## src/hw/rtl/glbe_pkg.sv

```systemverilog
// Shared constants and types for the graph labeling bandwidth evaluator.
`timescale 1ns / 1ps

package glbe_pkg;

   localparam int MAX_VERTICES = 64;
   localparam int IDX_W        = $clog2(MAX_VERTICES);
   localparam int LABEL_W      = 7;
   localparam int ROW_W        = 64;
   localparam int CNT_W        = 7;
   localparam int COST_W       = 17;
   localparam int QUEUE_DEPTH  = 2;
   localparam int QPTR_W       = $clog2(QUEUE_DEPTH);

   localparam int REQ_FIELDS_W = LABEL_W + ROW_W;
   localparam int REQ_TDATA_W  = ((REQ_FIELDS_W + 7) / 8) * 8;
   localparam int RSP_TDATA_W  = ((COST_W + 7) / 8) * 8;

   localparam logic [COST_W-1:0] INVALID_COST = COST_W'(100000);
   localparam logic [CNT_W-1:0]  CNT_ONE      = CNT_W'(1);

   // One accepted vertex, classified by the front end.
   typedef struct packed {
      logic [ROW_W-1:0]   row;
      logic [LABEL_W-1:0] label;
      logic [IDX_W-1:0]   idx;
      logic               last;
      logic               ok;
   } entry_type;

   // What the back end keeps per vertex in its RAM.
   typedef struct packed {
      logic [ROW_W-1:0]   row;
      logic [LABEL_W-1:0] label;
   } store_type;

endpackage

```

## src/hw/rtl/glbe_front.sv

```systemverilog
// Front end: accepts vertices, checks labels, decides end of labeling and validity.
`timescale 1ns / 1ps

module glbe_front (
   input  logic                                clock,
   input  logic                                reset,
   input  logic                                req_tvalid,
   output logic                                req_tready,
   input  logic [glbe_pkg::REQ_TDATA_W-1:0]    req_tdata,
   input  logic [glbe_pkg::CNT_W-1:0]          vertex_count_eff,
   output logic                                q_push,
   output glbe_pkg::entry_type                 q_wdata,
   input  logic                                q_full
);

   logic [glbe_pkg::MAX_VERTICES-1:0] used_ff, used_in, used_next, lab_bit, full_mask;
   logic                              bad_ff, bad_in, bad_next;
   logic [glbe_pkg::IDX_W-1:0]        idx_ff, idx_in;
   logic [glbe_pkg::LABEL_W-1:0]      lab;
   logic [glbe_pkg::ROW_W-1:0]        row;
   logic [glbe_pkg::CNT_W-1:0]        cnt_next;
   logic                              lab_bad, dup, last, accept;

   assign lab = req_tdata[glbe_pkg::LABEL_W-1:0];
   assign row = req_tdata[glbe_pkg::LABEL_W +: glbe_pkg::ROW_W];

   assign req_tready = !q_full;
   assign accept     = req_tvalid && req_tready;

   always_comb begin
      for (int k = 0; k < glbe_pkg::MAX_VERTICES; k++) begin
         lab_bit[k]   = (lab == glbe_pkg::LABEL_W'(k + 1));
         full_mask[k] = (glbe_pkg::CNT_W'(k) < vertex_count_eff);
      end
   end

   assign lab_bad   = (lab == '0) || (lab > glbe_pkg::LABEL_W'(glbe_pkg::MAX_VERTICES));
   assign dup       = |(used_ff & lab_bit);
   assign bad_next  = bad_ff || lab_bad || dup;
   assign used_next = used_ff | lab_bit;
   assign cnt_next  = glbe_pkg::CNT_W'(idx_ff) + glbe_pkg::CNT_ONE;
   assign last      = (cnt_next >= vertex_count_eff);

   always_comb begin
      q_push        = accept;
      q_wdata.row   = row;
      q_wdata.label = lab;
      q_wdata.idx   = idx_ff;
      q_wdata.last  = last;
      q_wdata.ok    = !bad_next && (used_next == full_mask);
   end

   always_comb begin
      used_in = used_ff;
      bad_in  = bad_ff;
      idx_in  = idx_ff;
      if (accept) begin
         if (last) begin
            used_in = '0;
            bad_in  = 1'b0;
            idx_in  = '0;
         end else begin
            used_in = used_next;
            bad_in  = bad_next;
            idx_in  = idx_ff + glbe_pkg::IDX_W'(1);
         end
      end
   end

   always_ff @(posedge clock) begin
      if (reset) begin
         used_ff <= '0;
         bad_ff  <= 1'b0;
         idx_ff  <= '0;
      end else begin
         used_ff <= used_in;
         bad_ff  <= bad_in;
         idx_ff  <= idx_in;
      end
   end

endmodule

```

## config.mk

```make
export PLATFORM = sky130hd
export DESIGN_NAME = glbe_front
export DESIGN_NICKNAME = d
export VERILOG_FILES = /design/src/hw/rtl/glbe_pkg.sv /design/src/hw/rtl/glbe_front.sv
export SDC_FILE = /design/constraint.sdc
export NUM_CORES = 1
export LEC_CHECK = 0
export BUFFER_PORTS_ARGS = -buffer_cell sky130_fd_sc_hd__clkbuf_2
export CAP_MARGIN = 10
export CORE_MARGIN = 5
export CORE_UTILIZATION = 45
export DETAILED_ROUTE_END_ITERATION = 10
export PLACE_DENSITY = 0.71
export SYNTH_ARGS = -nofsm -noshare
export SYNTH_HDL_FRONTEND = slang
export SYNTH_SLANG_ARGS = --single-unit
```

## constraint.sdc

```tcl
create_clock -name clock -period 4.3 [get_ports clock]
set_clock_uncertainty 0.15 [all_clocks]
set_input_delay 0.86 -clock clock [delete_from_list [all_inputs] [get_ports clock]]
set_output_delay 0.86 -clock clock [all_outputs]
set_load 0.1 [all_outputs]
```

Word level (Yosys, flattened, before mapping)
Index checks and enable logic that the tools add are counted.

Add/subtract/negate cells: 2. $lt $le $gt $ge: 66. Eq/ne operators: 65. Muxes and demuxes: 3. Bitwise gates (word level): 2. Reduce and logical (&&, ||, !) cells: 9.

Operator list (number): equality test 7 x 6 -> 1 bit (second input constant) (32); < comparator 6 x 7 -> 1 bit (first input constant) (32); equality test 7 x 5 -> 1 bit (second input constant) (16); < comparator 5 x 7 -> 1 bit (first input constant) (16); AND 64 bit (1); equality test 64 bit (1); two-way mux 64 bit (1); OR 64 bit (1); OR reduction 64 bit (1); equality test 7 x 4 -> 1 bit (second input constant) (8); < comparator 4 x 7 -> 1 bit (first input constant) (8); equality test 7 x 3 -> 1 bit (second input constant) (4); < comparator 3 x 7 -> 1 bit (first input constant) (4); equality test 7 x 2 -> 1 bit (second input constant) (2); < comparator 1 x 7 -> 1 bit (first input constant) (2); < comparator 2 x 7 -> 1 bit (first input constant) (2); adder 6 x 1 -> 7 bit (second input constant) (1); equality test 7 x 1 -> 1 bit (second input constant) (1); equality test 7 bit (second input constant) (1); greater-or-equal comparator 7 bit (1); greater-than comparator 7 bit (second input constant) (1); zero test 7 bit (1); adder 6 x 1 -> 6 bit (second input constant) (1); two-way mux 6 bit (1); 4 further kinds (8).

Register bits: 71. Input port bits: 83. Output and inout port bits: 81. Word-level logic and storage cells: 150.

Depth between registers and ports, before layout
Word-level depth: 6. Mapped depth: 13. Mapped depth without buffers: 9.

Least setup slack after synthesis
Ideal clock, no wire load.

Kind: input port to output port. Start point: input vertex_count_eff[3] (netlist bit). End point: output q_wdata[0] (netlist bit). Data arrival time: 4.170 ns. Data required time: 3.290 ns. Slack: -0.880 ns. Cell stages on the path: 9. Buffers on the path: 1. Cell sequence: or2_2 -> a21oi_1 -> clkbuf_1 -> o31ai_1 -> xor2_1 -> nand4_1 -> nor4_1 -> nand4_1 -> nor4_2.

RTL lines: start, declared (line glbe_front.sv:10) `input logic [glbe_pkg::CNT_W-1:0] vertex_count_eff,`; end, declared (line glbe_front.sv:12) `output glbe_pkg::entry_type q_wdata,`.

==> impl_summary.md <==
Route
After the first detailed-routing iteration, the DRC count stood at approximately 810. The sum of routed wire length over all layers is slightly below 20 mm. The first detailed-routing pass ran for 6 iterations. Dividing the detail-routed wire length by the instance count gives ~20 µm. In the routed design, unresolved DRC markers number 0. After detailed routing, the number of vias per cell comes to 6.18.

In this run the remaining antenna-violating nets after routing total 0. The total vias in the final route is 5,973.

Worst setup path
The endpoint kind of the worst setup timing path is an output pin. The largest individual stage delay along the critical path comes from the cell sky130_fd_sc_hd__a222oi_1. The most frequent cell on the critical path is sky130_fd_sc_hd__buf_6. The register-to-register path setup slack is around 1400 ps. The worst setup path is launched from an input port. The path type of the worst setup path is in -> out. The cell type group with the largest total delay on the critical path is simple AND/OR/NAND/NOR gates. The critical path data arrival time is between 3000 and 4000 ps. The number of buffers and inverters on the critical path is 7. The worst register-to-register path begins at idx_ff[0]. The highest fanout seen on the critical path is 7. The critical path starts at req_tdata[2]. Traced cell by cell, the critical path runs through buf_6 -> buf_6 -> buf_12 -> buf_6 -> nor4_4 -> buf_6 -> buf_6 -> a222oi_1 -> o2111ai_1 -> nor4_1 -> and4_4 -> o2111ai_4 -> nor4_4 -> buf_12. For the worst setup path, the data required time is approximately 3300 ps.

For this run, the slowest stage of the critical path takes between 400 and 500 ps.

Cells and area
The area growth from synthesis to layout is 22.6%. The fraction of final layout cells sized beyond drive strength 1 is 0.295. The net count of the finished layout is roughly 890. In the layout the commonest cells are sky130_fd_sc_hd__a21oi_1, sky130_fd_sc_hd__buf_4, sky130_fd_sc_hd__nor2_1, sky130_fd_sc_hd__dfxtp_1, sky130_fd_sc_hd__nand2_1.

0 antenna diodes ended up in the layout. Counting the fill cells in the layout gives approximately 1,100. For this run, the number of standard cells in the final layout without fillers is about 970.

Measured on the finished design, the core utilization comes to 0.563. The most frequent standard cell in the layout excluding fill and tap cells is sky130_fd_sc_hd__a21oi_1.

GRT
The number of global-route vias before repair is approximately 5,600. Summed over all layers, the global routing overflow is 0. The overall fraction of global-route tracks in use is 0.267. Entering global routing, the biggest net connects between 50 and 60 pins. The first global-routing pass estimated 30.6 mm of wire. The initial antenna violation count is 0.

Place
The number of placed cells counting well taps is around 930. Once detailed placement completed, the half-perimeter wirelength came to 14.2 mm. Buffers placed on the I/O ports in this run total 34. The routability-driven placement congestion ratio is 0.931.

STA
The remaining max-slew budget at the tightest pin is 0.240. Dividing the final minimum period by the clock period gives 1.02. Setup violations remaining at the end of the flow were counted as 1. After routing, the total negative slack on setup checks comes to -69.1 ps. Subtracting the final worst setup slack from the clock period gives approximately 4400 ps. On the final layout, the worst hold slack is approximately 330 ps.

The final count of pins violating max slew is 0. The fmax is roughly 0.23 GHz. Setup repair after global routing could not meet its margin everywhere. At the pin with the least slew margin, the transition time is between 1000 and 1500 ps.

The number of endpoints with negative hold slack in the final report is 0. Setup slack on the critical path of the routed design comes to -69.1 ps.

Synthesis
The synthesized netlist occupies a cell area of ~0.0055 mm². The predominant post-synthesis flop cell is sky130_fd_sc_hd__dfxtp_1. The synthesized netlist cell count is 751. The number of warnings reported in the yosys synthesis log is 0. The share of synthesized area in the top cell type comes to 0.257. The library cell with the largest summed area after synthesis is sky130_fd_sc_hd__dfxtp_1. Yosys mapped a number of flops with a built-in enable equal to 0.

The share of the Yosys chip area taken by registers is 0.257. Sorting the synthesized cells by area gives the leading types as sky130_fd_sc_hd__dfxtp_1, sky130_fd_sc_hd__a21oi_1, sky130_fd_sc_hd__buf_4. Of all flip-flops after synthesis, the portion carrying an async set or reset was 0. After synthesis the netlist holds a flip-flop and latch count of a little over 70.

Synthesis produced a netlist with a net count of 842. Yosys mapped the design onto between 60 and 70 distinct sky130hd cell types. The synthesized area divided by synthesized cell count is ~7.4 µm².

Floorplan
The number of placed I/O pins is ~160. The width of the die is 121 µm. Measured along the y axis, the die boundary spans around 120 µm.

The number of placement rows is 40. For this configuration, the core starts out at a cell density of 0.459. The area of the placeable core is 0.0121 mm². The total die area is around 0.015 mm².

Clock network
Clock-pin slew was measured on the worst setup and hold paths at approximately 60 ps. The maximum buffer depth of the clock tree is 2. The clock tree from TritonCTS is built. The clock sink count is 71. The clock buffer count from CTS is 9. The clock network latency to the later pin of the worst-skew pair is ~340 ps. In this run the number of H-tree levels came out at 3. Clock tree synthesis selected as its root buffer the cell sky130_fd_sc_hd__clkbuf_16.

Power
The leakage power of the design is roughly 2.6 nW. VDD sags by at most about 0.24 mV. The power per unit of standard cell area is between 200 and 300 mW/mm².

Worst hold path
The worst hold path begins at bad_ff. The tightest min-delay check is of the reg -> reg type.

Outcome
The flow ran to the end, but the final reports show violations. The final reports fail on negative setup slack.

Run
Across the run, the number of max-cap violations was 0.
[worst reg2reg max path: stages (launching register included)]
cell and delay [ps]:
sky130_fd_sc_hd__dfxtp_1 450, sky130_fd_sc_hd__ha_1 280, sky130_fd_sc_hd__nand3_1 190, sky130_fd_sc_hd__xnor2_1 180
sky130_fd_sc_hd__ha_1 280, sky130_fd_sc_hd__a21oi_1 60, sky130_fd_sc_hd__o21a_1 200, sky130_fd_sc_hd__buf_4 200
sky130_fd_sc_hd__o21bai_4 110, sky130_fd_sc_hd__buf_4 500, sky130_fd_sc_hd__nor2_1 170
[path summary, 6_finish.rpt]
kind | to | cells past startpoint
max | q_wdata[0] | 14
min | bad_ff | 2
max reg2reg | used_ff[47] | 10
min reg2reg | bad_ff | 2
[stage by stage]
step                      setup WS (ps)  area (µm²)  total power [mW]
after floorplan                    -242        5580              1.15
after global placement             -182        6010             0.978
after detailed placement           -237        6010             0.982
after CTS                         -2.84        6600              1.75
after global routing               -200        6790              1.82
final                             -69.1        6790              1.77
[registers in the layout, indices dropped and copies added (netlist names)]
| register | cells |
|---|---|
| used_ff | 64 |
| idx_ff | 6 |
| bad_ff | 1 |
[synthesized netlist by cell type, types with 3 or more instances]
library cell,number
sky130_fd_sc_hd__buf_4,77
sky130_fd_sc_hd__a221oi_1,3
sky130_fd_sc_hd__buf_6,7
sky130_fd_sc_hd__nor3_1,11
sky130_fd_sc_hd__clkbuf_1,23
sky130_fd_sc_hd__o32ai_1,3
sky130_fd_sc_hd__nor2_1,96
sky130_fd_sc_hd__nor3b_1,4
sky130_fd_sc_hd__xor2_1,29
sky130_fd_sc_hd__a222oi_1,5
sky130_fd_sc_hd__nand2_1,33
sky130_fd_sc_hd__o22ai_1,3
sky130_fd_sc_hd__a31oi_1,15
sky130_fd_sc_hd__nand2b_1,4
sky130_fd_sc_hd__nand4_1,15
sky130_fd_sc_hd__a21oi_2,3
sky130_fd_sc_hd__buf_2,22
sky130_fd_sc_hd__nor4_1,5
sky130_fd_sc_hd__a22oi_1,18
sky130_fd_sc_hd__dfxtp_1,71
sky130_fd_sc_hd__xnor2_1,16
sky130_fd_sc_hd__and3_1,6
sky130_fd_sc_hd__a22o_1,4
sky130_fd_sc_hd__a21o_1,7
sky130_fd_sc_hd__ha_1,8
sky130_fd_sc_hd__inv_1,12
sky130_fd_sc_hd__o21ai_0,15
sky130_fd_sc_hd__a21oi_1,163
sky130_fd_sc_hd__nand3b_1,3
sky130_fd_sc_hd__nand3_1,19
[area by class of cell]
cell class              instances  area, µm²  share of cell area
multi-input cells             537       3460               0.509
flip-flops and latches         71       1420               0.209
repair buffers                162       1350               0.199
clock buffers                  10        239              0.0352
well taps                     168        210              0.0310
clock inverters                 6       58.8             0.00866
inverters                      13       48.8             0.00718
[metal layers]
layer  wire length (µm)  track usage  vias up
met5                  0            0        -
met4               1120        0.127        0
met3               2390       0.0816      116
met2               8700        0.412      429
li1                   -            -     2698
met1               7500        0.338     2730
[cells by family (layout without fill, tap and decap cells)]
kind of cell / Yosys count / count (layout) / synth area share
adders and majority gates: 8 / 8 / 0.0181
xor gates and xnor gates: 45 / 45 / 0.0712
and+or+nand+nor: 224 / 224 / 0.212
buffers and inverters: 143 / 191 / 0.164
DFF: 71 / 71 / 0.257
muxes: 2 / 2 / 0.00361
AOI/OAI and AO/OA: 258 / 258 / 0.275
[what timing repair did]
item                       in CTS  in global routing
hold buffers                    0                  0
setup endpoints to repair       1                  1
cloned                          3                  0
gates resized for setup        34                 33
setup buffers                   9                 11
pin swaps                      19                 27
[power by group]
part | total (mW) | internal (mW) | switching, mW
Sequential | 0.664 | 0.661 | 0.00343
Clock | 0.755 | 0.462 | 0.293
Combinational | 0.348 | 0.136 | 0.212
Note: power is estimated with default switching activity, not from simulation.
