$ cat src/hw/rtl/glbe_pkg.sv
// Shared constants and types for the graph labeling bandwidth evaluator.
`timescale 1ns / 1ps

package glbe_pkg;

   localparam int MAX_VERTICES = 64;
   localparam int IDX_W        = $clog2(MAX_VERTICES);
   localparam int LABEL_W      = 7;
   localparam int ROW_W        = 64;
   localparam int CNT_W        = 7;
   localparam int COST_W       = 17;
   localparam int QUEUE_DEPTH  = 2;
   localparam int QPTR_W       = $clog2(QUEUE_DEPTH);

   localparam int REQ_FIELDS_W = LABEL_W + ROW_W;
   localparam int REQ_TDATA_W  = ((REQ_FIELDS_W + 7) / 8) * 8;
   localparam int RSP_TDATA_W  = ((COST_W + 7) / 8) * 8;

   localparam logic [COST_W-1:0] INVALID_COST = COST_W'(100000);
   localparam logic [CNT_W-1:0]  CNT_ONE      = CNT_W'(1);

   // One accepted vertex, classified by the front end.
   typedef struct packed {
      logic [ROW_W-1:0]   row;
      logic [LABEL_W-1:0] label;
      logic [IDX_W-1:0]   idx;
      logic               last;
      logic               ok;
   } entry_type;

   // What the back end keeps per vertex in its RAM.
   typedef struct packed {
      logic [ROW_W-1:0]   row;
      logic [LABEL_W-1:0] label;
   } store_type;

endpackage

$ cat src/hw/rtl/glbe_ram.sv
// Generic single-write, single-read RAM with registered read data.
`timescale 1ns / 1ps

module glbe_ram #(
   parameter int WIDTH = 8,
   parameter int DEPTH = 64
) (
   input  logic                     clock,
   input  logic                     wr_en,
   input  logic [$clog2(DEPTH)-1:0] wr_addr,
   input  logic [WIDTH-1:0]         wr_data,
   input  logic                     rd_en,
   input  logic [$clog2(DEPTH)-1:0] rd_addr,
   output logic [WIDTH-1:0]         rd_data
);

   logic [WIDTH-1:0] mem_ff [DEPTH];
   logic [WIDTH-1:0] rd_data_ff;

   always_ff @(posedge clock) begin
      if (wr_en) begin
         mem_ff[wr_addr] <= wr_data;
      end
      if (rd_en) begin
         rd_data_ff <= mem_ff[rd_addr];
      end
   end

   assign rd_data = rd_data_ff;

endmodule

$ cat src/hw/rtl/glbe_back.sv
// Back end: scans earlier vertices from RAM, keeps the running maximum, emits results.
`timescale 1ns / 1ps

module glbe_back (
   input  logic                        clock,
   input  logic                        reset,
   input  logic                        q_not_empty,
   input  glbe_pkg::entry_type         q_rdata,
   output logic                        q_pop,
   output logic                        rsp_valid,
   input  logic                        rsp_ready,
   output logic [glbe_pkg::COST_W-1:0] rsp_cost,
   output logic                        rsp_ok
);

   localparam logic ST_IDLE = 1'b0;
   localparam logic ST_SCAN = 1'b1;

   logic                          state_ff, state_in;
   glbe_pkg::entry_type           cur_ff;
   logic [glbe_pkg::IDX_W-1:0]    j_ff, j_in, rd_j_ff;
   logic                          rd_vld_ff;
   logic [glbe_pkg::LABEL_W-1:0]  max_ff, max_in, diff;
   logic                          rsp_valid_ff, rsp_valid_in, rsp_ok_ff;
   logic [glbe_pkg::COST_W-1:0]   rsp_cost_ff;
   glbe_pkg::store_type           rd_data, wr_data;
   logic                          rd_issue, scan_done, rsp_free, commit, edge_hit;

   assign rsp_free  = !rsp_valid_ff || rsp_ready;
   assign q_pop     = (state_ff == ST_IDLE) && q_not_empty;
   assign rd_issue  = (state_ff == ST_SCAN) && (j_ff != cur_ff.idx);
   assign scan_done = (state_ff == ST_SCAN) && (j_ff == cur_ff.idx) && !rd_vld_ff;
   assign commit    = scan_done && (!cur_ff.last || rsp_free);

   assign wr_data.row   = cur_ff.row;
   assign wr_data.label = cur_ff.label;

   glbe_ram #(
      .WIDTH ($bits(glbe_pkg::store_type)),
      .DEPTH (glbe_pkg::MAX_VERTICES)
   ) u_store (
      .clock   (clock),
      .wr_en   (commit),
      .wr_addr (cur_ff.idx),
      .wr_data (wr_data),
      .rd_en   (rd_issue),
      .rd_addr (j_ff),
      .rd_data (rd_data)
   );

   // edge in either direction between current vertex and stored vertex rd_j
   assign edge_hit = cur_ff.row[rd_j_ff] || rd_data.row[cur_ff.idx];
   assign diff     = (cur_ff.label > rd_data.label) ? cur_ff.label - rd_data.label
                                                    : rd_data.label - cur_ff.label;

   always_comb begin
      state_in     = state_ff;
      j_in         = j_ff;
      max_in       = max_ff;
      rsp_valid_in = rsp_valid_ff && !rsp_ready;
      unique case (state_ff)
         ST_IDLE: begin
            if (q_pop) begin
               state_in = ST_SCAN;
               j_in     = '0;
            end
         end
         ST_SCAN: begin
            if (rd_issue) begin
               j_in = j_ff + glbe_pkg::IDX_W'(1);
            end
            if (rd_vld_ff && edge_hit && (diff > max_ff)) begin
               max_in = diff;
            end
            if (commit) begin
               state_in = ST_IDLE;
               if (cur_ff.last) begin
                  max_in       = '0;
                  rsp_valid_in = 1'b1;
               end
            end
         end
         default: state_in = ST_IDLE;
      endcase
   end

   always_ff @(posedge clock) begin
      if (q_pop) begin
         cur_ff <= q_rdata;
      end
      rd_j_ff <= j_ff;
      if (commit && cur_ff.last) begin
         rsp_ok_ff   <= cur_ff.ok;
         rsp_cost_ff <= cur_ff.ok ? glbe_pkg::COST_W'(max_ff) : glbe_pkg::INVALID_COST;
      end
   end

   always_ff @(posedge clock) begin
      if (reset) begin
         state_ff     <= ST_IDLE;
         j_ff         <= '0;
         rd_vld_ff    <= 1'b0;
         max_ff       <= '0;
         rsp_valid_ff <= 1'b0;
      end else begin
         state_ff     <= state_in;
         j_ff         <= j_in;
         rd_vld_ff    <= rd_issue;
         max_ff       <= max_in;
         rsp_valid_ff <= rsp_valid_in;
      end
   end

   assign rsp_valid = rsp_valid_ff;
   assign rsp_cost  = rsp_cost_ff;
   assign rsp_ok    = rsp_ok_ff;

   // in-flight read always targets a vertex earlier than the current one
   a_rd_below_cur: assert property (@(posedge clock) disable iff (reset)
      rd_vld_ff |-> (rd_j_ff < cur_ff.idx))
      else $error("read in flight beyond current vertex");

   // a valid labeling uses labels 1..n, so its bandwidth stays below MAX_VERTICES
   a_valid_cost_range: assert property (@(posedge clock) disable iff (reset)
      (rsp_valid_ff && rsp_ok_ff) |-> (rsp_cost_ff < glbe_pkg::COST_W'(glbe_pkg::MAX_VERTICES)))
      else $error("valid result with out-of-range bandwidth");

   // after commit nothing of the finished vertex is still in flight
   a_commit_clean: assert property (@(posedge clock) disable iff (reset)
      commit |=> (state_ff == ST_IDLE) && !rd_vld_ff)
      else $error("read left in flight after commit");

endmodule

$ cat config.mk
export PLATFORM = sky130hd
export DESIGN_NAME = glbe_back
export DESIGN_NICKNAME = d
export VERILOG_FILES = /design/src/hw/rtl/glbe_pkg.sv /design/src/hw/rtl/glbe_ram.sv /design/src/hw/rtl/glbe_back.sv
export SDC_FILE = /design/constraint.sdc
export NUM_CORES = 2
export LEC_CHECK = 0
export ABC_AREA = 1
export BUFFER_PORTS_ARGS = -buffer_cell sky130_fd_sc_hd__buf_4
export CORE_AREA = 3 3 787 789
export CTS_CLUSTER_DIAMETER = 120
export DETAILED_ROUTE_END_ITERATION = 6
export DIE_AREA = 0 0 790 792
export HOLD_SLACK_MARGIN = 0.03
export PLACE_DENSITY_LB_ADDON = 0.08
export SYNTH_ARGS = -nofsm -noshare
export SYNTH_HDL_FRONTEND = slang
export SYNTH_MEMORY_MAX_BITS = 65536
export SYNTH_SLANG_ARGS = --single-unit
$ cat constraint.sdc
create_clock -name clock -period 11.2 [get_ports clock]
set_input_delay 0.56 -clock clock [delete_from_list [all_inputs] [get_ports clock]]
set_output_delay 0.56 -clock clock [all_outputs]
set_load 0.01 [all_outputs]
Yosys cells after proc, flatten, opt, wreduce, memory -nomap -nowiden
Memories as Yosys holds them, arrays and structs flattened. A register that Yosys moved wholly into a read port is not among the register bits.
Cells that the tools add are included.

storage, ports and cells
  register bits = 119
  memory bits (writable) = 4,544
  input port bits = 83
  output and inout port bits = 20
  word-level logic and storage cells = 64
  memories kept = 1

memory list
  name            depth  width  rd ports  clocked after memory_dff  wr ports  line            text
  u_store.mem_ff  64     71     1         1                         1         glbe_ram.sv:17  logic [WIDTH-1:0] mem_ff [DEPTH];

operators by class
  $add $sub $neg = 3
  $lt $le $gt $ge = 4
  eq/ne operators = 4
  mux-type cells = 20
  bitwise gates (word level) = 1
  reduce and logical (&&, ||, !) cells = 17

operator list
  cell                   count
  $mux W7                4
  $mux W17               1
  $gt A7 B7 Y1           2
  $lt A6 B7 Y1 const B   2
  $sub A7 B7 Y7          2
  $bmux W1 S6            2
  $mux W6                2
  $pmux W6 S2            1
  $logic_and A1 B1 Y1    9
  $mux W1                9
  $add A6 B1 Y6 const B  1
  $eq A6 B6 Y1           1
  $ne A6 B6 Y1           1
  $logic_not A1 Y1       4
  $logic_or A1 B1 Y1     3
  $ne A2 B1 Y1 const B   1
  $ne A2 B2 Y1 const B   1
  $pmux W1 S2            1
  $reduce_and A2 Y1      1
  $not A1 Y1             1

Depth between registers and ports, before layout
  depth after elaboration = 8
  mapped depth = 25
  gate-level depth less buffers = 24

Hierarchy
A second synthesis with hierarchy kept.

second synthesis, totals
  cells, all modules = 15,534
  area total of the unflattened synthesis = 190,336.3 um^2

modules (own cells, without submodules)
  module     instances  cells an instance  area each (um^2)  sequential area each (um^2)
  glbe_ram   1          14,861             184,429.4         138,582.9
  glbe_back  1          673                5,906.9           3,083.0

Worst setup path before layout
No wires, ideal clock.

  path type = input port to flip-flop
  start point = input port q_not_empty
  end point = register j_ff[5] in the netlist's numbering
  setup time = 123 ps
  arrival = 4,940 ps
  setup slack = 6,137 ps
  stages = 7
  buffers on the path = 0
  cell sequence = inv_1 -> nor2_1 -> inv_1 -> nand2_1 -> inv_1 -> nor4_1 -> nor3_1

between the ends
  cells in the longest elaborated chain, start to end = 3

ends and longest elaborated chain
  element                             line              text
  start: declaration                  glbe_back.sv:7    input logic q_not_empty,
  $logic_and A1 B1 Y1                 glbe_back.sv:30   assign q_pop = (state_ff == ST_IDLE) && q_not_empty;
  named net q_pop                     glbe_back.sv:9    output logic q_pop,
  $ne A2 B2 Y1 (no source line)       -
  $reduce_and A2 Y1 (no source line)  -
  end signal: assignment              glbe_back.sv:107  j_ff <= j_in;
  end: declaration                    glbe_back.sv:21   logic [glbe_pkg::IDX_W-1:0] j_ff, j_in, rd_j_ff;

The timed path passes the listed nets, and every way through them passes these cells.
A chain may end at the register's enable or synchronous reset.

Final worst setup path
  start point = register j_ff[4] in the netlist's numbering
  end point = memory u_store.mem_ff[12][13] in the netlist's numbering (enable)

between the ends
  cells in the longest elaborated chain, start to end = 6

ends and longest elaborated chain
  element                            line             text
  $eq A6 B6 Y1                       glbe_back.sv:32  assign scan_done = (state_ff == ST_SCAN) && (j_ff == cur_ff.idx) && !rd_vld_ff;
  $logic_and A1 B1 Y1 (2 in series)  glbe_back.sv:32
  $logic_and A1 B1 Y1                glbe_back.sv:33  assign commit = scan_done && (!cur_ff.last || rsp_free);
  $mux W1                            glbe_ram.sv:21   if (wr_en) begin
  $mux W1 (implied by the code)      glbe_ram.sv:22   mem_ff[wr_addr] <= wr_data;
  end: declaration                   glbe_ram.sv:17

No other way between the ends.

==> out/summary.txt <==
pin slew with the least headroom to its limit - 1.38 ns
critical path, cell by cell - inv_8, nand2_1, nand4_1, nor2_1, nand2_1, nor2_4, nand4_1, nor2_4, buf_4, buf_4
arrival time worst endpoint - 7.46 ns
die span in y - 792 um
Hold Vio Cnt, Final - 0
post-synthesis cell area - 184000 um2
setup repair bufs after CTS - 0
clock buffers created by TritonCTS - 541
initial detailed-routing violation count - 13.3k
#FFs+latches synth - 4725
via count of the first global-routing pass - 117k
filler-free cell count of the finished design - 22.0k
top fanout value on the critical path - 51
final core area utilization - 34.5%
post-detailed-route wirelength per cell - 33.5 um
number of nets in the layout - 13.6k
Max Clock Freq - 148 MHz
data required time of the critical path - 11.91 ns
count of final setup violators - 0
Routed Antenna Nets - 0
Static Leak - 0.0661 uW
overflow left after global routing - 0
number of primary I/O pins - 103
Tmin final - 6.76 ns
commonest register cell after synthesis - sky130_fd_sc_hd__edfxtp_1
clock latency on the worst-skew pair - 1.10 ns
fraction of final layout cells sized beyond drive strength 1 - 9.36%
total length of routed wires - 736 mm
kind of start point of the critical path - register
number of placed instances with taps included - 21.0k
GRT Util Overall - 22.8%
total number of placement rows - 288
share of the cycle needed by the critical path after routing - 60.3%
delay-heaviest family, CP - simple AND/OR/NAND/NOR gates
number of flops mapped to enable cells by yosys - 4703
# clock sinks - 4725
portion of the post-synthesis area used by sequential elements - 77.2%
DRC Markers - 2
antenna violations before repair - 56
unrepaired setup endpoints after global routing - no
buffer depth of the longest clock path - 4
commonest non-fill, non-tap cell in the layout - sky130_fd_sc_hd__edfxtp_1
run status - finished, violations left
summed negative setup slack over all endpoints - 0 ns
share of async-settable or async-resettable flops after synthesis - 0%
Final Slew Violations - 0
normalized max-slew margin - 7.97%
layout-stage area growth over the synthesis result - 15.3%
number of input and output port buffers inserted - 97
Hold WS - 0.180 ns
maximum vdd ir drop - 0.000154 V
largest net degree at the start of global routing - 165
placeable core region - 614000 um2
min-delay worst type - in -> reg
die outline width - 790 um
crit path buf inv count - 3
TritonCTS clock tree - yes
Synth warnings - 0
full die area - 626000 um2
crit-path max cell delay - 0.92 ns
clock-pin slew reported for the worst setup and hold paths after clock tree synthesis - 0.06 ns
initial cell density of the core - 29.9%
slowest stage cell on the critical path - sky130_fd_sc_hd__dfxtp_4
Pwr per Cell Area - 183 nW/um2
Routability Congestion - 0.799
detailed-route vias per instance - 5.45
violated checks - DRC
CTS Root Buffer Type - sky130_fd_sc_hd__clkbuf_16
HPWL after DPL - 406 mm
number of distinct library cell variants in the gate-level netlist after synthesis - 36
largest clock skew in the final design - 0.0565 ns
number of detailed-routing iterations run before antenna repair - 7
Max Cap Violations - 0
vias - 120k
count of fill cells added during filler insertion - 59.1k
synthesized area per cell - 13.8 um2
count of H-tree levels built during CTS - 6
first-pass GRT wire length - 1000 mm
leading cell types in the layout, fill and taps excluded - sky130_fd_sc_hd__edfxtp_1 (4703), sky130_fd_sc_hd__nor2_1 (2294), sky130_fd_sc_hd__o21ai_0 (2273)
kind of end point of the critical path - register
Worst Path Class, Setup - reg -> reg
number of instances in the synthesized netlist - 13.3k
-- final timing paths --
path                                from                          endpoint  slack [ns]  cells past startpoint
setup / recovery    j_ff[4]$_SDFFE_PP0P_  u_store.mem_ff[12][13]$_DFFE_PP_        4.44                     10
hold / removal               q_rdata[15]              cur_ff[15]$_DFFE_PP_        0.18                      2
setup reg to reg    j_ff[4]$_SDFFE_PP0P_  u_store.mem_ff[12][13]$_DFFE_PP_        4.44                     10
hold reg to reg   max_ff[6]$_SDFFE_PP0P_            max_ff[6]$_SDFFE_PP0P_        0.49                      2
-- cell families (layout without fill, tap and decap cells) --
group | after synthesis | in the layout | synth area share [%]
compound gates | 3830 | 3830 | 12.2
xor+xnor | 10 | 10 | 0.0477
other cells | 1 | 19 | 0.00204
flops | 4725 | 4725 | 77.2
buf+inv | 1084 | 1629 | 2.48
fa+ha+maj | 23 | 23 | 0.165
simple gates | 3631 | 3631 | 7.88
-- cell type report --
type                    instances  area (um2)  area share [%]
repair buffers                606        5210            2.46
clock inverters               253        2020           0.954
diodes                         14        35.0          0.0166
well taps                    8120       10200            4.80
flip-flops and latches       4725      142000            67.0
multi-input cells            7499       37800            17.9
inverters                      84         375           0.177
clock buffers                 686       14300            6.76
-- worst reg2reg max path: cells and delay by family, from the launching register on --
kind / cells / cell delay [ns]
AND/OR/NAND/NOR: 7 / 3.46
buffers and inverters: 3 / 1.99
flip-flops: 1 / 0.92
-- registers in the layout, indices dropped and copies added, names as in the netlist, 6 cells and up --
| name | count |
|---|---|
| u_store.rd_data | 71 |
| rd_j_ff | 6 |
| u_store.mem_ff | 4544 |
| j_ff | 6 |
| max_ff | 7 |
| cur_ff | 79 |
| rsp_cost | 8 |
-- cells in the mapped netlist, types with 2 or more instances --
cell	count	area, um2
sky130_fd_sc_hd__nand4_1	137	857
sky130_fd_sc_hd__a32o_1	63	631
sky130_fd_sc_hd__buf_1	28	105
sky130_fd_sc_hd__nor4_1	2	12.5
sky130_fd_sc_hd__clkinv_1	5	18.8
sky130_fd_sc_hd__nor2_1	2360	8860
sky130_fd_sc_hd__inv_2	9	33.8
sky130_fd_sc_hd__a21oi_1	185	926
sky130_fd_sc_hd__buf_6	13	146
sky130_fd_sc_hd__a211oi_1	2	15.0
sky130_fd_sc_hd__xor2_1	8	70.1
sky130_fd_sc_hd__edfxtp_1	4703	141000
sky130_fd_sc_hd__nand3_1	373	1870
sky130_fd_sc_hd__nand2_1	747	2800
sky130_fd_sc_hd__ha_1	21	263
sky130_fd_sc_hd__o21ai_0	2274	11400
sky130_fd_sc_hd__nor3_1	10	50.1
sky130_fd_sc_hd__clkbuf_1	701	2630
sky130_fd_sc_hd__xnor2_1	2	17.5
sky130_fd_sc_hd__fa_1	2	40.0
sky130_fd_sc_hd__o22ai_1	660	4130
sky130_fd_sc_hd__buf_4	27	203
sky130_fd_sc_hd__dfxtp_1	22	440
sky130_fd_sc_hd__o221ai_1	476	4170
sky130_fd_sc_hd__a31oi_1	63	394
sky130_fd_sc_hd__o21ai_1	11	55.1
sky130_fd_sc_hd__o211ai_1	92	691
sky130_fd_sc_hd__buf_2	231	1160
sky130_fd_sc_hd__inv_1	70	263
-- timing repair --
item | in CTS | in global routing
endpoints found under the hold margin | 85 | 0
resized for setup | 0 | 0
hold buffers | 83 | 0
-- routing by layer --
metal | up-vias | track usage (%) | wire [um]
met5 | - | 0 | 88
met4 | 14 | 6.56 | 24000
met3 | 941 | 2.83 | 42200
met2 | 4509 | 37.7 | 350000
met1 | 63500 | 31.5 | 321000
li1 | 50900 | - | -
-- where the power goes --
group | internal, uW | total [uW] | leakage, uW | switching [uW]
registers | 19500 | 19600 | 0.0425 | 108
clock network | 9430 | 16700 | 0.00797 | 7310
logic | 527 | 2280 | 0.0156 | 1750
-- stage by stage --
stage | worst slack (ns) | total power [uW] | area (um2)
after CTS | 4.43 | 39000 | 212000
after floorplan | 6.14 | 21200 | 184000
after global placement | 4.39 | 22200 | 194000
after detailed placement | 4.44 | 22300 | 194000
final | 4.44 | 38600 | 212000
after global routing | 4.41 | 39900 | 212000
Note: power is estimated with default switching activity, not from simulation.
