--- config.mk ---
export PLATFORM = sky130hd
export DESIGN_NAME = glbe_fifo
export DESIGN_NICKNAME = d
export VERILOG_FILES = /design/src/hw/rtl/glbe_pkg.sv /design/src/hw/rtl/glbe_fifo.sv
export SDC_FILE = /design/constraint.sdc
export NUM_CORES = 1
export LEC_CHECK = 0
export BUFFER_PORTS_ARGS = -buffer_cell sky130_fd_sc_hd__buf_4
export CORE_MARGIN = 2
export CORE_UTILIZATION = 38
export DETAILED_ROUTE_END_ITERATION = 8
export PLACE_DENSITY = 0.63
export SYNTH_ARGS = -nofsm -noshare
export SYNTH_HDL_FRONTEND = slang
export SYNTH_SLANG_ARGS = --single-unit
export TNS_END_PERCENT = 20
--- constraint.sdc ---
create_clock -name clock -period 5.7 [get_ports clock]
set_clock_uncertainty 0.15 [all_clocks]
set_input_delay 0.57 -clock clock [delete_from_list [all_inputs] [get_ports clock]]
set_output_delay 0.57 -clock clock [all_outputs]
set_load 0.01 [all_outputs]
--- src/hw/rtl/glbe_pkg.sv ---
// Shared constants and types for the graph labeling bandwidth evaluator.
`timescale 1ns / 1ps

package glbe_pkg;

   localparam int MAX_VERTICES = 64;
   localparam int IDX_W        = $clog2(MAX_VERTICES);
   localparam int LABEL_W      = 7;
   localparam int ROW_W        = 64;
   localparam int CNT_W        = 7;
   localparam int COST_W       = 17;
   localparam int QUEUE_DEPTH  = 2;
   localparam int QPTR_W       = $clog2(QUEUE_DEPTH);

   localparam int REQ_FIELDS_W = LABEL_W + ROW_W;
   localparam int REQ_TDATA_W  = ((REQ_FIELDS_W + 7) / 8) * 8;
   localparam int RSP_TDATA_W  = ((COST_W + 7) / 8) * 8;

   localparam logic [COST_W-1:0] INVALID_COST = COST_W'(100000);
   localparam logic [CNT_W-1:0]  CNT_ONE      = CNT_W'(1);

   // One accepted vertex, classified by the front end.
   typedef struct packed {
      logic [ROW_W-1:0]   row;
      logic [LABEL_W-1:0] label;
      logic [IDX_W-1:0]   idx;
      logic               last;
      logic               ok;
   } entry_type;

   // What the back end keeps per vertex in its RAM.
   typedef struct packed {
      logic [ROW_W-1:0]   row;
      logic [LABEL_W-1:0] label;
   } store_type;

endpackage

--- src/hw/rtl/glbe_fifo.sv ---
// Short queue of classified vertices between front and back end.
`timescale 1ns / 1ps

module glbe_fifo (
   input  logic                 clock,
   input  logic                 reset,
   input  logic                 push,
   input  glbe_pkg::entry_type  wdata,
   output logic                 full,
   input  logic                 pop,
   output glbe_pkg::entry_type  rdata,
   output logic                 not_empty
);

   glbe_pkg::entry_type                 slot_ff [glbe_pkg::QUEUE_DEPTH];
   logic [glbe_pkg::QPTR_W-1:0]         wr_ptr_ff, wr_ptr_in, rd_ptr_ff, rd_ptr_in;
   logic [glbe_pkg::QPTR_W:0]           count_ff, count_in;

   assign full      = (count_ff == (glbe_pkg::QPTR_W + 1)'(glbe_pkg::QUEUE_DEPTH));
   assign not_empty = (count_ff != '0);
   assign rdata     = slot_ff[rd_ptr_ff];

   always_comb begin
      wr_ptr_in = wr_ptr_ff;
      rd_ptr_in = rd_ptr_ff;
      count_in  = count_ff;
      if (push) begin
         wr_ptr_in = (wr_ptr_ff == glbe_pkg::QPTR_W'(glbe_pkg::QUEUE_DEPTH - 1))
                     ? '0 : wr_ptr_ff + glbe_pkg::QPTR_W'(1);
      end
      if (pop) begin
         rd_ptr_in = (rd_ptr_ff == glbe_pkg::QPTR_W'(glbe_pkg::QUEUE_DEPTH - 1))
                     ? '0 : rd_ptr_ff + glbe_pkg::QPTR_W'(1);
      end
      if (push && !pop) begin
         count_in = count_ff + (glbe_pkg::QPTR_W + 1)'(1);
      end else if (pop && !push) begin
         count_in = count_ff - (glbe_pkg::QPTR_W + 1)'(1);
      end
   end

   always_ff @(posedge clock) begin
      if (push) begin
         slot_ff[wr_ptr_ff] <= wdata;
      end
   end

   always_ff @(posedge clock) begin
      if (reset) begin
         wr_ptr_ff <= '0;
         rd_ptr_ff <= '0;
         count_ff  <= '0;
      end else begin
         wr_ptr_ff <= wr_ptr_in;
         rd_ptr_ff <= rd_ptr_in;
         count_ff  <= count_in;
      end
   end

endmodule

======== Yosys cells after proc, flatten, opt, wreduce, memory -nomap -nowiden ========
Memories as Yosys holds them, arrays and structs flattened. A register that Yosys moved wholly into a read port is not among the register bits.
Index checks and enable logic that the tools add are counted.
cells by class
  add/sub/neg operators ................... 4
  equal/unequal tests ..................... 1
  mux-type cells .......................... 8
  reduce and logical (&&, ||, !) cells .... 6
operators with widths
  kind                                                                 number
  1-bit 2-to-1 mux                                                     6
  2-bit 2-to-1 mux                                                     2
  2-bit nonzero test                                                   2
  1-bit adder (second input constant)                                  2
  2-bit by 1-bit adder with 2-bit output (second input constant)       1
  2-bit == test (second input constant)                                1
  1-bit logical AND                                                    2
  1-bit logical NOT                                                    2
  2-bit by 1-bit subtractor with 2-bit output (second input constant)  1
word-level totals
  register bits ........................... 4
  bits in writable memories ............... 158
  input port bits ......................... 83
  output and inout port bits .............. 81
  memories kept ........................... 1
memories
  name     depth  bits a word  rd ports  clocked after memory_dff  write ports  RTL line         source
  slot_ff  2      79           1         1                         1            glbe_fifo.sv:15  glbe_pkg::entry_type slot_ff [glbe_pkg::QUEUE_DEPTH];

======== Longest topological paths before layout ========
Gate-level depths: netlist (run 1).
  depth in word-level cells ............... 4
  depth in mapped cells ................... 5
  gate-level depth less buffers ........... 5

======== Least setup slack after synthesis (run 1) ========
No wires, ideal clock.
  kind .................................... input to register
  start ................................... input push
  end ..................................... memory slot_ff[0][0] (netlist name), enable pin
  library setup time ...................... 526 ps
  arrival time ............................ 4,025 ps
  data required time ...................... 5,024 ps
  setup slack ............................. 999 ps
  stages .................................. 1
  path buffers ............................ 0
  cells stage by stage .................... nor2b_1
on the way
  cells in the longest elaborated chain, start to end .. 2
ends and longest elaborated chain
  what                                    RTL line         source
  start: declaration                      glbe_fifo.sv:7   input logic push,
  1-bit 2-to-1 mux                        glbe_fifo.sv:43  if (push) begin
  1-bit 2-to-1 mux (not written as such)  glbe_fifo.sv:44  slot_ff[wr_ptr_ff] <= wdata;
  end: declaration                        glbe_fifo.sv:15
No other way between the ends.

==> results of run 1 <==
[cell families (layout without fill, tap and decap cells)]
group	Yosys count	after routing	synth area share [%]
mux	79	79	15.6
flops	163	163	81.5
compound gates	2	2	0.168
simple gates	9	9	0.779
buf+inv	10	199	1.14
xor+xnor	4	4	0.590
fa+ha+maj	1	1	0.210
[cell type report]
type	count	area (um^2)
clock inverters	10	205
repair buffers	166	1250
flip-flops and latches	163	4850
well taps	211	264
multi-input cells	95	1040
inverters	1	3.75
fillers	1253	7190
clock buffers	22	464
[metal layers]
metal  vias to the layer above  share of wire [%]  track usage [%]
met5                         -                  0                0
met4                         0                1.3             4.60
met3                        13                9.0             6.36
met2                       107                 48             20.7
met1                      1486                 41             14.6
li1                       1411                  -                -
[per-stage QoR]
step | setup slack [ns] | hold WS (ns) | cells | util, %
after floorplan | 0.999 | 0.306 | 268 | -
after global placement | 2.95 | 0.323 | 636 | 48.5
after detailed placement | 2.87 | 0.363 | 636 | 48.5
after CTS | 2.60 | 0.164 | 668 | 52.9
after global routing | 2.50 | 0.161 | 668 | 52.9
final | 2.67 | 0.184 | 668 | 52.9
[worst max-delay path, stage by stage, from the launching register on]
cell and delay, ns:
dfxtp_4 0.63, buf_4 0.65, mux2_2 0.42, buf_4 0.15
[power groups by stage]
stage | clock network, mW | logic, mW | registers (mW)
global route | 1.34 | 0.357 | 1.43
detailed placement | 0 | 0.337 | 1.45
floorplan | 0 | 0.172 | 1.44
CTS | 1.30 | 0.338 | 1.43
finish | 1.27 | 0.331 | 1.42
global placement | 0 | 0.333 | 1.45
[sequential cells by signal, indices dropped and copies added (netlist names), named ones only]
name       cells
slot_ff      158
wr_ptr_ff      1
rd_ptr_ff      1
count_ff       2
[worst paths after layout]
kind | to | cells after the start
min | slot_ff[1][45]$_DFFE_PP_ | 1
max | rdata[61] | 3
max reg2reg | slot_ff[0][65]$_DFFE_PP_ | 2
min reg2reg | count_ff[1]$_SDFFE_PP0P_ | 2
[synth_stat cells (all sizes together)]
cell,instances,area [um^2]
dfxtp,5,100
ha,1,12.5
or3,1,6.26
nor2,4,15.0
nor2b,2,12.5
o21ai,1,5.00
mux2,79,927
inv,1,3.75
edfxtp,158,4740
xor2,2,17.5
buf,9,63.8
and2,1,6.26
a21oi,1,5.00
or2,1,6.26
xnor2,2,17.5
==> flow_metrics.env, run 1 <==
export IMPL_place_congestion=0.694
export IMPL_clkSinkCount=163
export IMPL_maxCapViolations=0
export IMPL_syn2layout_area_growth_pct=35.8
export IMPL_clkSlewWorstSetupHoldPaths_ns=0.06
export IMPL_drt_iter0_drc=189
export IMPL_p_comb_share_pct=10.9
export IMPL_grt_pass1_wl_mm=15.7
export IMPL_ctsHoldBuffers=0
export IMPL_final_cell_mix="buf_4, edfxtp_1, mux2_2"
export IMPL_rr_startpoint="wr_ptr_ff$_SDFFE_PP0P_"
export IMPL_setup_violations=0
export IMPL_slew_viol_final=0
export IMPL_antenna_found_initial=0
export IMPL_cts_tree="yes"
export IMPL_io_pins=164
export IMPL_cts_buffers=17
export IMPL_routedWlPerCell_um=15.5
export IMPL_drt_first_pass_iters=4
export IMPL_fin_crit_ns=3.03
export IMPL_dp_hpwl_mm=6.62
export IMPL_critical_path_arrival_ns=2.31
export IMPL_core_area_mm2=0.0153
export IMPL_setup_tns_ns=0
export IMPL_final_common_cell="buf_4"
export IMPL_vias_per_cell=4.52
export IMPL_p_clk_share_pct=42.0
export IMPL_synth_cell_types=17
export IMPL_die_area_mm2=0.0167
export IMPL_seq_power_share_pct=47.1
export IMPL_postCtsSetupBuffers=0
export IMPL_rows=45
export IMPL_cts_max_path_buffers=2
export IMPL_syn_inst=268
export IMPL_crit_required_ns=4.98
export IMPL_grt_usage_pct=12.7
export IMPL_synth_seq_cells=163
export IMPL_maxSlewHeadroom_pct=26.6
export IMPL_die_x_um=129
export IMPL_power_switching_mw=0.596
export IMPL_timing_fmax_mhz=331
export IMPL_switching_share_pct=19.7
export IMPL_avgSynthCellArea_um2=22.2
export IMPL_fin_crit_sh_pct=53.1
export IMPL_hold_start="wdata[45]"
export IMPL_htreeDepth=4
export IMPL_syn_num_nets=352
export IMPL_worst_setup_path_type="flop to output pin"
export IMPL_antenna_left=0
export IMPL_grt_pass1_vias=3129
export IMPL_crit_path_start_kind="flop"
export IMPL_tightest_slew_ns=1.10
export IMPL_fin_area_mm2=0.00807
export IMPL_die_y_um=129
export IMPL_total_leakage_power_nw=3.04
export IMPL_p_per_area_mw_per_mm2=375
export IMPL_end_kind="output pin"
export IMPL_drc=0
export IMPL_p_int_mw=2.43
export IMPL_start_util_pct=39.0
export IMPL_yosysSeqAreaShare_pct=81.5
export IMPL_clockRootBuffer="clkbuf_16"
export IMPL_clk_latency_ns=0.42
export IMPL_peakVddDrop_mv=0.195
export IMPL_crit_fanout=47
export IMPL_routed_wirelength_mm=10.4
export IMPL_hold_path_class="input port to flop"
export IMPL_port_buffer_count=163
export IMPL_grt_max_degree=80
export IMPL_outcome="finished, final reports clean"
export IMPL_cts_resized=0
export IMPL_placed_area_mm2=0.00740
export IMPL_netlist_area_mm2=0.00594
export IMPL_total_power_mw=3.02
export IMPL_grt_setup_unrepaired="false"
export IMPL_synth_warnings=0
export IMPL_drive_above_1_share_pct=60.8
export IMPL_design_final_nets=528
export IMPL_diodes=0
export IMPL_gr_total_overflow=0
export IMPL_num_vias=3017
export IMPL_hold_viol_final=0
export IMPL_r2r_slack_ns=3.31
Note: power is estimated with default switching activity, not from simulation.
==> run 2: changes to the inputs <==
--- a/config.mk
+++ b/config.mk
@@ -5,6 +5,7 @@
 export SDC_FILE = /design/constraint.sdc
 export NUM_CORES = 1
 export LEC_CHECK = 0
+export ABC_AREA = 1
 export BUFFER_PORTS_ARGS = -buffer_cell sky130_fd_sc_hd__buf_4
 export CORE_MARGIN = 2
 export CORE_UTILIZATION = 38
==> constraint.sdc (replaced) <==
create_clock -name clock -period 2.98 [get_ports clock]
set_clock_uncertainty 0.15 [all_clocks]
set_input_delay 0.298 -clock clock [delete_from_list [all_inputs] [get_ports clock]]
set_output_delay 0.298 -clock clock [all_outputs]
set_load 0.01 [all_outputs]
==> run 2 against run 1 <==
  * Synthesized area up 0.32%
  * Die area up 0.30%
  * Sequential share of layout area shrank 5.9 points
  * Core utilization up 5.8 points
  * Power grew 91%
  * Critical endpoint is now rdata[20]
  * Largest cell class unchanged
==> flow_metrics.env, run 2 <==
export IMPL_setup_violations=0
export IMPL_hold_path_class="input port to flop"
export IMPL_slowest_stage="dfxtp_4"
export IMPL_routedWlPerCell_um=15.9
export IMPL_avgSynthCellArea_um2=21.4
export IMPL_maxSlewHeadroom_pct=62.6
export IMPL_cp_cell_sequence="buf_4, mux2_2, buf_4"
export IMPL_async_flop_share_pct=0
export IMPL_drive_above_1_share_pct=50.7
export IMPL_gr_total_overflow=0
export IMPL_slew_viol_final=0
export IMPL_synthFlopType="edfxtp_1"
export IMPL_die_area_mm2=0.0167
export IMPL_path_buf_inv=2
export IMPL_maxCapViolations=0
export IMPL_cts_max_path_buffers=2
export IMPL_drc=0
export IMPL_crit_required_ns=2.53
export IMPL_cpPeakStageDelay_ns=0.59
export IMPL_peakVddDrop_mv=0.364
export IMPL_netlist_area_mm2=0.00596
export IMPL_antenna_found_initial=0
export IMPL_rr_startpoint="wr_ptr_ff$_SDFFE_PP0P_"
export IMPL_port_buffer_count=163
export IMPL_yosysTopAreaCellShare_pct=79.6
export IMPL_critical_path_arrival_ns=1.93
export IMPL_yosysMostFrequentCell="edfxtp_1"
export IMPL_total_leakage_power_nw=3.42
export IMPL_grt_busiest_layer="met2"
export IMPL_drt_iter0_drc=180
export IMPL_top_regs="slot_ff x158, count_ff x2"
export IMPL_io_pins=164
export IMPL_fin_crit_sh_pct=79.8
export IMPL_path_delay_family="flip-flops"
export IMPL_syn_inst=279
export IMPL_crit_top_cell="buf_4"
export IMPL_hold_viol_final=0
export IMPL_end_kind="output pin"
export IMPL_grt_pass1_wl_mm=18.4
export IMPL_outcome="finished, final reports clean"
export IMPL_ys_top_cells_by_count="edfxtp_1, mux2_2, mux2_4"
export IMPL_antenna_left=0
export IMPL_synth_seq_cells=163
export IMPL_synth_warnings=0
export IMPL_cts_tree="yes"
export IMPL_cts_resized=0
export IMPL_dp_hpwl_mm=7.45
export IMPL_syn2layout_area_growth_pct=50.2
export IMPL_final_util_pct=58.7
export IMPL_synth_edf_count=158
export IMPL_grt_setup_unrepaired="false"
export IMPL_synth_cell_types=16
export IMPL_yosysTopAreaCell="edfxtp_1"
export IMPL_clockRootBuffer="clkbuf_16"
export IMPL_met1_usage_pct=16.2
export IMPL_setup_tns_ns=0
export IMPL_grt_use_met3_pct=6.23
export IMPL_clkSlewWorstSetupHoldPaths_ns=0.06
export IMPL_gr_usage_met2_pct=25.4
export IMPL_grt_max_degree=68
export IMPL_vias_per_cell=4.50
export IMPL_largest_reg_flops=158
export IMPL_worst_setup_path_type="flop to output pin"
export IMPL_syn_num_nets=363
export IMPL_die_x_um=129
export IMPL_start_util_pct=39.1
export IMPL_num_vias=3441
export IMPL_timing_fmax_mhz=421
export IMPL_grt_pass1_vias=3808
export IMPL_finalNonFillerCells=764
export IMPL_place_congestion=0.707
export IMPL_htreeDepth=4
export IMPL_clk_latency_ns=0.42
export IMPL_clkSinkCount=163
export IMPL_core_area_mm2=0.0153
export IMPL_top_register="slot_ff"
export IMPL_die_y_um=129
export IMPL_final_common_cell="buf_4"
export IMPL_total_power_mw=5.79
export IMPL_yosysSeqAreaShare_pct=81.3
export IMPL_rows=45
export IMPL_grt_usage_pct=14.9
export IMPL_crit_path_start_kind="flop"
export IMPL_netlist_top_cells_area="edfxtp_1, mux2_2, mux2_4, dfxtp_1, inv_1"
export IMPL_p_per_area_mw_per_mm2=646
export IMPL_hold_start="push"
export IMPL_cts_buffers=17
export IMPL_design_final_nets=623
export IMPL_routed_wirelength_mm=12.1
export IMPL_tightest_slew_ns=0.560
export IMPL_drt_first_pass_iters=4
export IMPL_crit_fanout=26
export IMPL_fin_crit_ns=2.38
export IMPL_place_inst=649
export IMPL_final_cell_mix="buf_4, edfxtp_1, dlygate4sd3_1"
-- run 2: cell type report --
| cell class | count | area [um^2] |
|---|---|---|
| fillers | 1157 | 6300 |
| multi-input cells | 98 | 1030 |
| clock buffers | 20 | 457 |
| well taps | 211 | 264 |
| diodes | 1 | 2.50 |
| clock inverters | 12 | 201 |
| repair buffers | 250 | 2120 |
| inverters | 9 | 35.0 |
| flip-flops and latches | 163 | 4850 |
-- run 2: worst register-to-register path: cells and delay by family, from the launching register on --
kind / cells / cell delay [ns]
flip-flops: 1 / 0.40
AND/OR/NAND/NOR: 1 / 0.09
buffers and inverters: 2 / 0.80
-- run 2: worst paths after layout --
path | depth (start not counted) | endpoint | slack (ns)
worst max register to register | 3 | slot_ff[1][39]$_DFFE_PP_ | 1.21
worst min register to register | 2 | rd_ptr_ff$_SDFFE_PP0P_ | 0.40
worst min-delay path | 3 | wr_ptr_ff$_SDFFE_PP0P_ | 0.04
worst max-delay path | 3 | rdata[20] | 0.60
-- run 2: logic make-up after synthesis --
family                   synth area share (%)
flip-flops                               81.3
adder cells (fa/ha/maj)                 0.210
AND/OR/NAND/NOR                          1.03
buffers and inverters                    1.64
XOR/XNOR                                0.147
multiplexers                             15.6
AO/OA/AOI/OAI                           0.168
-- run 2: power by group --
group	switching, mW	total (mW)	internal [mW]
registers	0.0436	2.70	2.65
logic	0.293	0.707	0.414
clock network	0.851	2.39	1.53
-- run 2: what timing repair did --
action / CTS / global route
endpoints found under the hold margin: 162 / 0
hold buffers: 82 / 0
setup buffers: 0 / 0
-- run 2: metrics by stage --
step	worst slack, ns	area, um^2	hold WS, ns
6_report	0.603	8950	0.0395
2_1_floorplan	0.0105	5960	0.220
3_3_place_gp	1.04	7470	0.333
3_5_place_dp	0.995	7470	0.336
4_1_cts	0.541	8950	0.0192
5_1_grt	0.483	8950	0.0230
-- run 2: layer usage --
metal  vias to the layer above  part of all wire (%)
li1                       1604                     -
met1                      1691                    39
met2                       124                    52
met3                        22                   7.0
met4                         0                   2.0
met5                         -                     0
==> run 3: changes to the inputs <==
--- a/config.mk
+++ b/config.mk
@@ -10,7 +10,7 @@
 export CORE_MARGIN = 2
 export CORE_UTILIZATION = 38
 export DETAILED_ROUTE_END_ITERATION = 8
-export PLACE_DENSITY = 0.63
+export PLACE_DENSITY = 0.65
 export SYNTH_ARGS = -nofsm -noshare
 export SYNTH_HDL_FRONTEND = slang
 export SYNTH_SLANG_ARGS = --single-unit
==> constraint.sdc (replaced) <==
create_clock -name clock -period 2.15 [get_ports clock]
set_clock_uncertainty 0.15 [all_clocks]
set_input_delay 0.215 -clock clock [delete_from_list [all_inputs] [get_ports clock]]
set_output_delay 0.215 -clock clock [all_outputs]
set_load 0.01 [all_outputs]
==> run 3 against run 2 <==
  * Core utilization shrank 0.37 points
  * Worst setup slack got worse by 0.44 ns
  * Die area stayed put
  * Critical path type unchanged
  * Power is 33% higher
  * Clock-buffer cell count down 3
  * Combinational power up 41%
  * Global-route usage decreased by 0.31 points
  * Worst hold slack improved by 0.33 ns
  * Wire length decreased by 2.1%
==> flow_metrics.env, run 3 (synthesis results as in run 2) <==
export IMPL_num_vias=3407
export IMPL_rr_startpoint="wr_ptr_ff$_SDFFE_PP0P_"
export IMPL_fin_crit_sh_pct=92.4
export IMPL_routed_wirelength_mm=11.9
export IMPL_htreeDepth=4
export IMPL_cts_tree="yes"
export IMPL_port_buffer_count=163
export IMPL_maxSlewHeadroom_pct=65.6
export IMPL_hold_viol_final=0
export IMPL_grt_setup_unrepaired="false"
export IMPL_dp_hpwl_mm=7.00
export IMPL_slew_viol_final=0
export IMPL_switching_share_pct=21.3
export IMPL_final_common_cell="buf_4"
export IMPL_met2_length_mm=6.35
export IMPL_grt_pass1_wl_mm=18.2
export IMPL_slowest_stage="mux2_2"
export IMPL_final_cell_mix="buf_4, edfxtp_1, dlygate4sd3_1"
export IMPL_total_leakage_power_nw=3.40
export IMPL_path_buf_inv=2
export IMPL_fin_crit_ns=1.99
export IMPL_clockRootBuffer="clkbuf_16"
export IMPL_crit_fanout=32
export IMPL_die_y_um=129
export IMPL_place_inst=649
export IMPL_tightest_slew_ns=0.516
export IMPL_drive_above_1_share_pct=50.3
export IMPL_crit_required_ns=1.78
export IMPL_peakVddDrop_mv=0.477
export IMPL_clkSinkCount=163
export IMPL_preCtsSetupSlack_ns=0.476
export IMPL_p_clk_share_pct=38.8
export IMPL_p_per_area_mw_per_mm2=866
export IMPL_p_comb_share_pct=12.9
export IMPL_routedWlPerCell_um=15.5
export IMPL_syn2layout_area_growth_pct=49.3
export IMPL_wl_met3_um=671
export IMPL_grt_usage_pct=14.6
export IMPL_grt_pass1_vias=3772
export IMPL_io_pins=164
export IMPL_clkSlewWorstSetupHoldPaths_ns=0.06
export IMPL_largest_reg_flops=158
export IMPL_top_register="slot_ff"
export IMPL_drt_met1_wl_mm=4.64
export IMPL_seq_area_mm2=0.00485
export IMPL_finalNonFillerCells=764
export IMPL_outcome="finished, final reports clean"
export IMPL_drc=0
export IMPL_final_util_pct=58.3
export IMPL_top_regs="slot_ff x158, count_ff x2"
export IMPL_rows=45
export IMPL_antenna_left=0
export IMPL_critical_path_arrival_ns=1.62
export IMPL_cts_buffers=17
export IMPL_hold_path_class="input port to flop"
export IMPL_diodes=0
export IMPL_crit_path_start_kind="flop"
export IMPL_die_x_um=129
export IMPL_clk_latency_ns=0.41
export IMPL_end_kind="output pin"
export IMPL_drt_first_pass_iters=4
export IMPL_worst_setup_path_type="flop to output pin"
export IMPL_p_int_mw=6.06
export IMPL_drt_iter0_drc=116
export IMPL_fin_ws_ns=0.164
export IMPL_cts_max_path_buffers=2
export IMPL_cp_cell_sequence="buf_6, mux2_2, buf_4"
export IMPL_cpPeakStageDelay_ns=0.39
export IMPL_antenna_found_initial=0
export IMPL_die_area_mm2=0.0167
export IMPL_vias_per_cell=4.46
export IMPL_grt_max_degree=80
export IMPL_fin_area_mm2=0.00890
export IMPL_fillers=1171
export IMPL_maxCapViolations=0
export IMPL_timing_fmax_mhz=504
export IMPL_path_delay_family="buffers and inverters"
export IMPL_start_util_pct=39.1
export IMPL_design_final_nets=624
export IMPL_multi_input_area_mm2=0.00103
export IMPL_setup_violations=0
export IMPL_gr_total_overflow=0
export IMPL_seq_power_share_pct=48.3
export IMPL_place_congestion=0.673
export IMPL_core_area_mm2=0.0153
export IMPL_hold_start="wdata[27]"
export IMPL_power_switching_mw=1.64
export IMPL_placed_area_mm2=0.00747
export IMPL_highest_layer="met4"
==> run 3: changes by cell type in the layout (fill, tap and decap cells not counted), sizes merged <==
cell / delta
clkinv: +8
clkbuf: -3
bufinv: -2
clkinvlp: -2
diode: -1
dlygate4sd3: +1
inv: -1
==> run 3: path summary, 6_finish.rpt <==
| path | to | slack [ns] | depth (start not counted) |
|---|---|---|---|
| max | rdata[59] | 0.16 | 3 |
| min reg2reg | rd_ptr_ff$_SDFFE_PP0P_ | 0.38 | 2 |
| min | slot_ff[1][27]$_DFFE_PP_ | 0.37 | 2 |
| max reg2reg | slot_ff[1][43]$_DFFE_PP_ | 0.63 | 3 |
==> run 3: routing by layer <==
metal	vias up	track usage, %
met5	-	0
li1	1611	-
met3	16	4.62
met4	0	6.59
met2	114	26.8
met1	1666	15.3
==> run 3: power groups by stage <==
| stage | clock network [mW] | registers, mW | logic, mW |
|---|---|---|---|
| floorplan | 0 | 3.78 | 0.432 |
| global placement | 0 | 3.78 | 0.868 |
| detailed placement | 0 | 3.79 | 0.882 |
| CTS | 3.07 | 3.72 | 1.01 |
| global route | 3.19 | 3.73 | 1.07 |
| finish | 2.99 | 3.72 | 0.996 |
==> run 3: metrics by stage <==
| step | power [mW] | hold WS (ns) | TNS (ns) |
|---|---|---|---|
| 6_report | 7.70 | 0.371 | 0 |
| 4_1_cts | 7.80 | 0.350 | 0 |
| 2_1_floorplan | 4.21 | 0.137 | -33.39 |
| 3_5_place_dp | 4.67 | 0.251 | 0 |
| 3_3_place_gp | 4.64 | 0.249 | 0 |
| 5_1_grt | 8.00 | 0.359 | 0 |
==> run 3: area by class of cell <==
type / count / area share, %
multi-input cells: 98 / 11.5
repair buffers: 251 / 24.0
clock buffers: 17 / 4.78
inverters: 9 / 0.394
flip-flops and latches: 163 / 54.5
well taps: 211 / 2.97
clock inverters: 15 / 1.86
==> run 3: what timing repair did <==
| action | 4_1_cts | 5_1_grt |
|---|---|---|
| setup buffers | 0 | 0 |
| endpoints found under the setup margin | 0 | 30 |
| resized for setup | 0 | 1 |
| hold buffers | 83 | 0 |
| endpoints found under the hold margin | 163 | 0 |
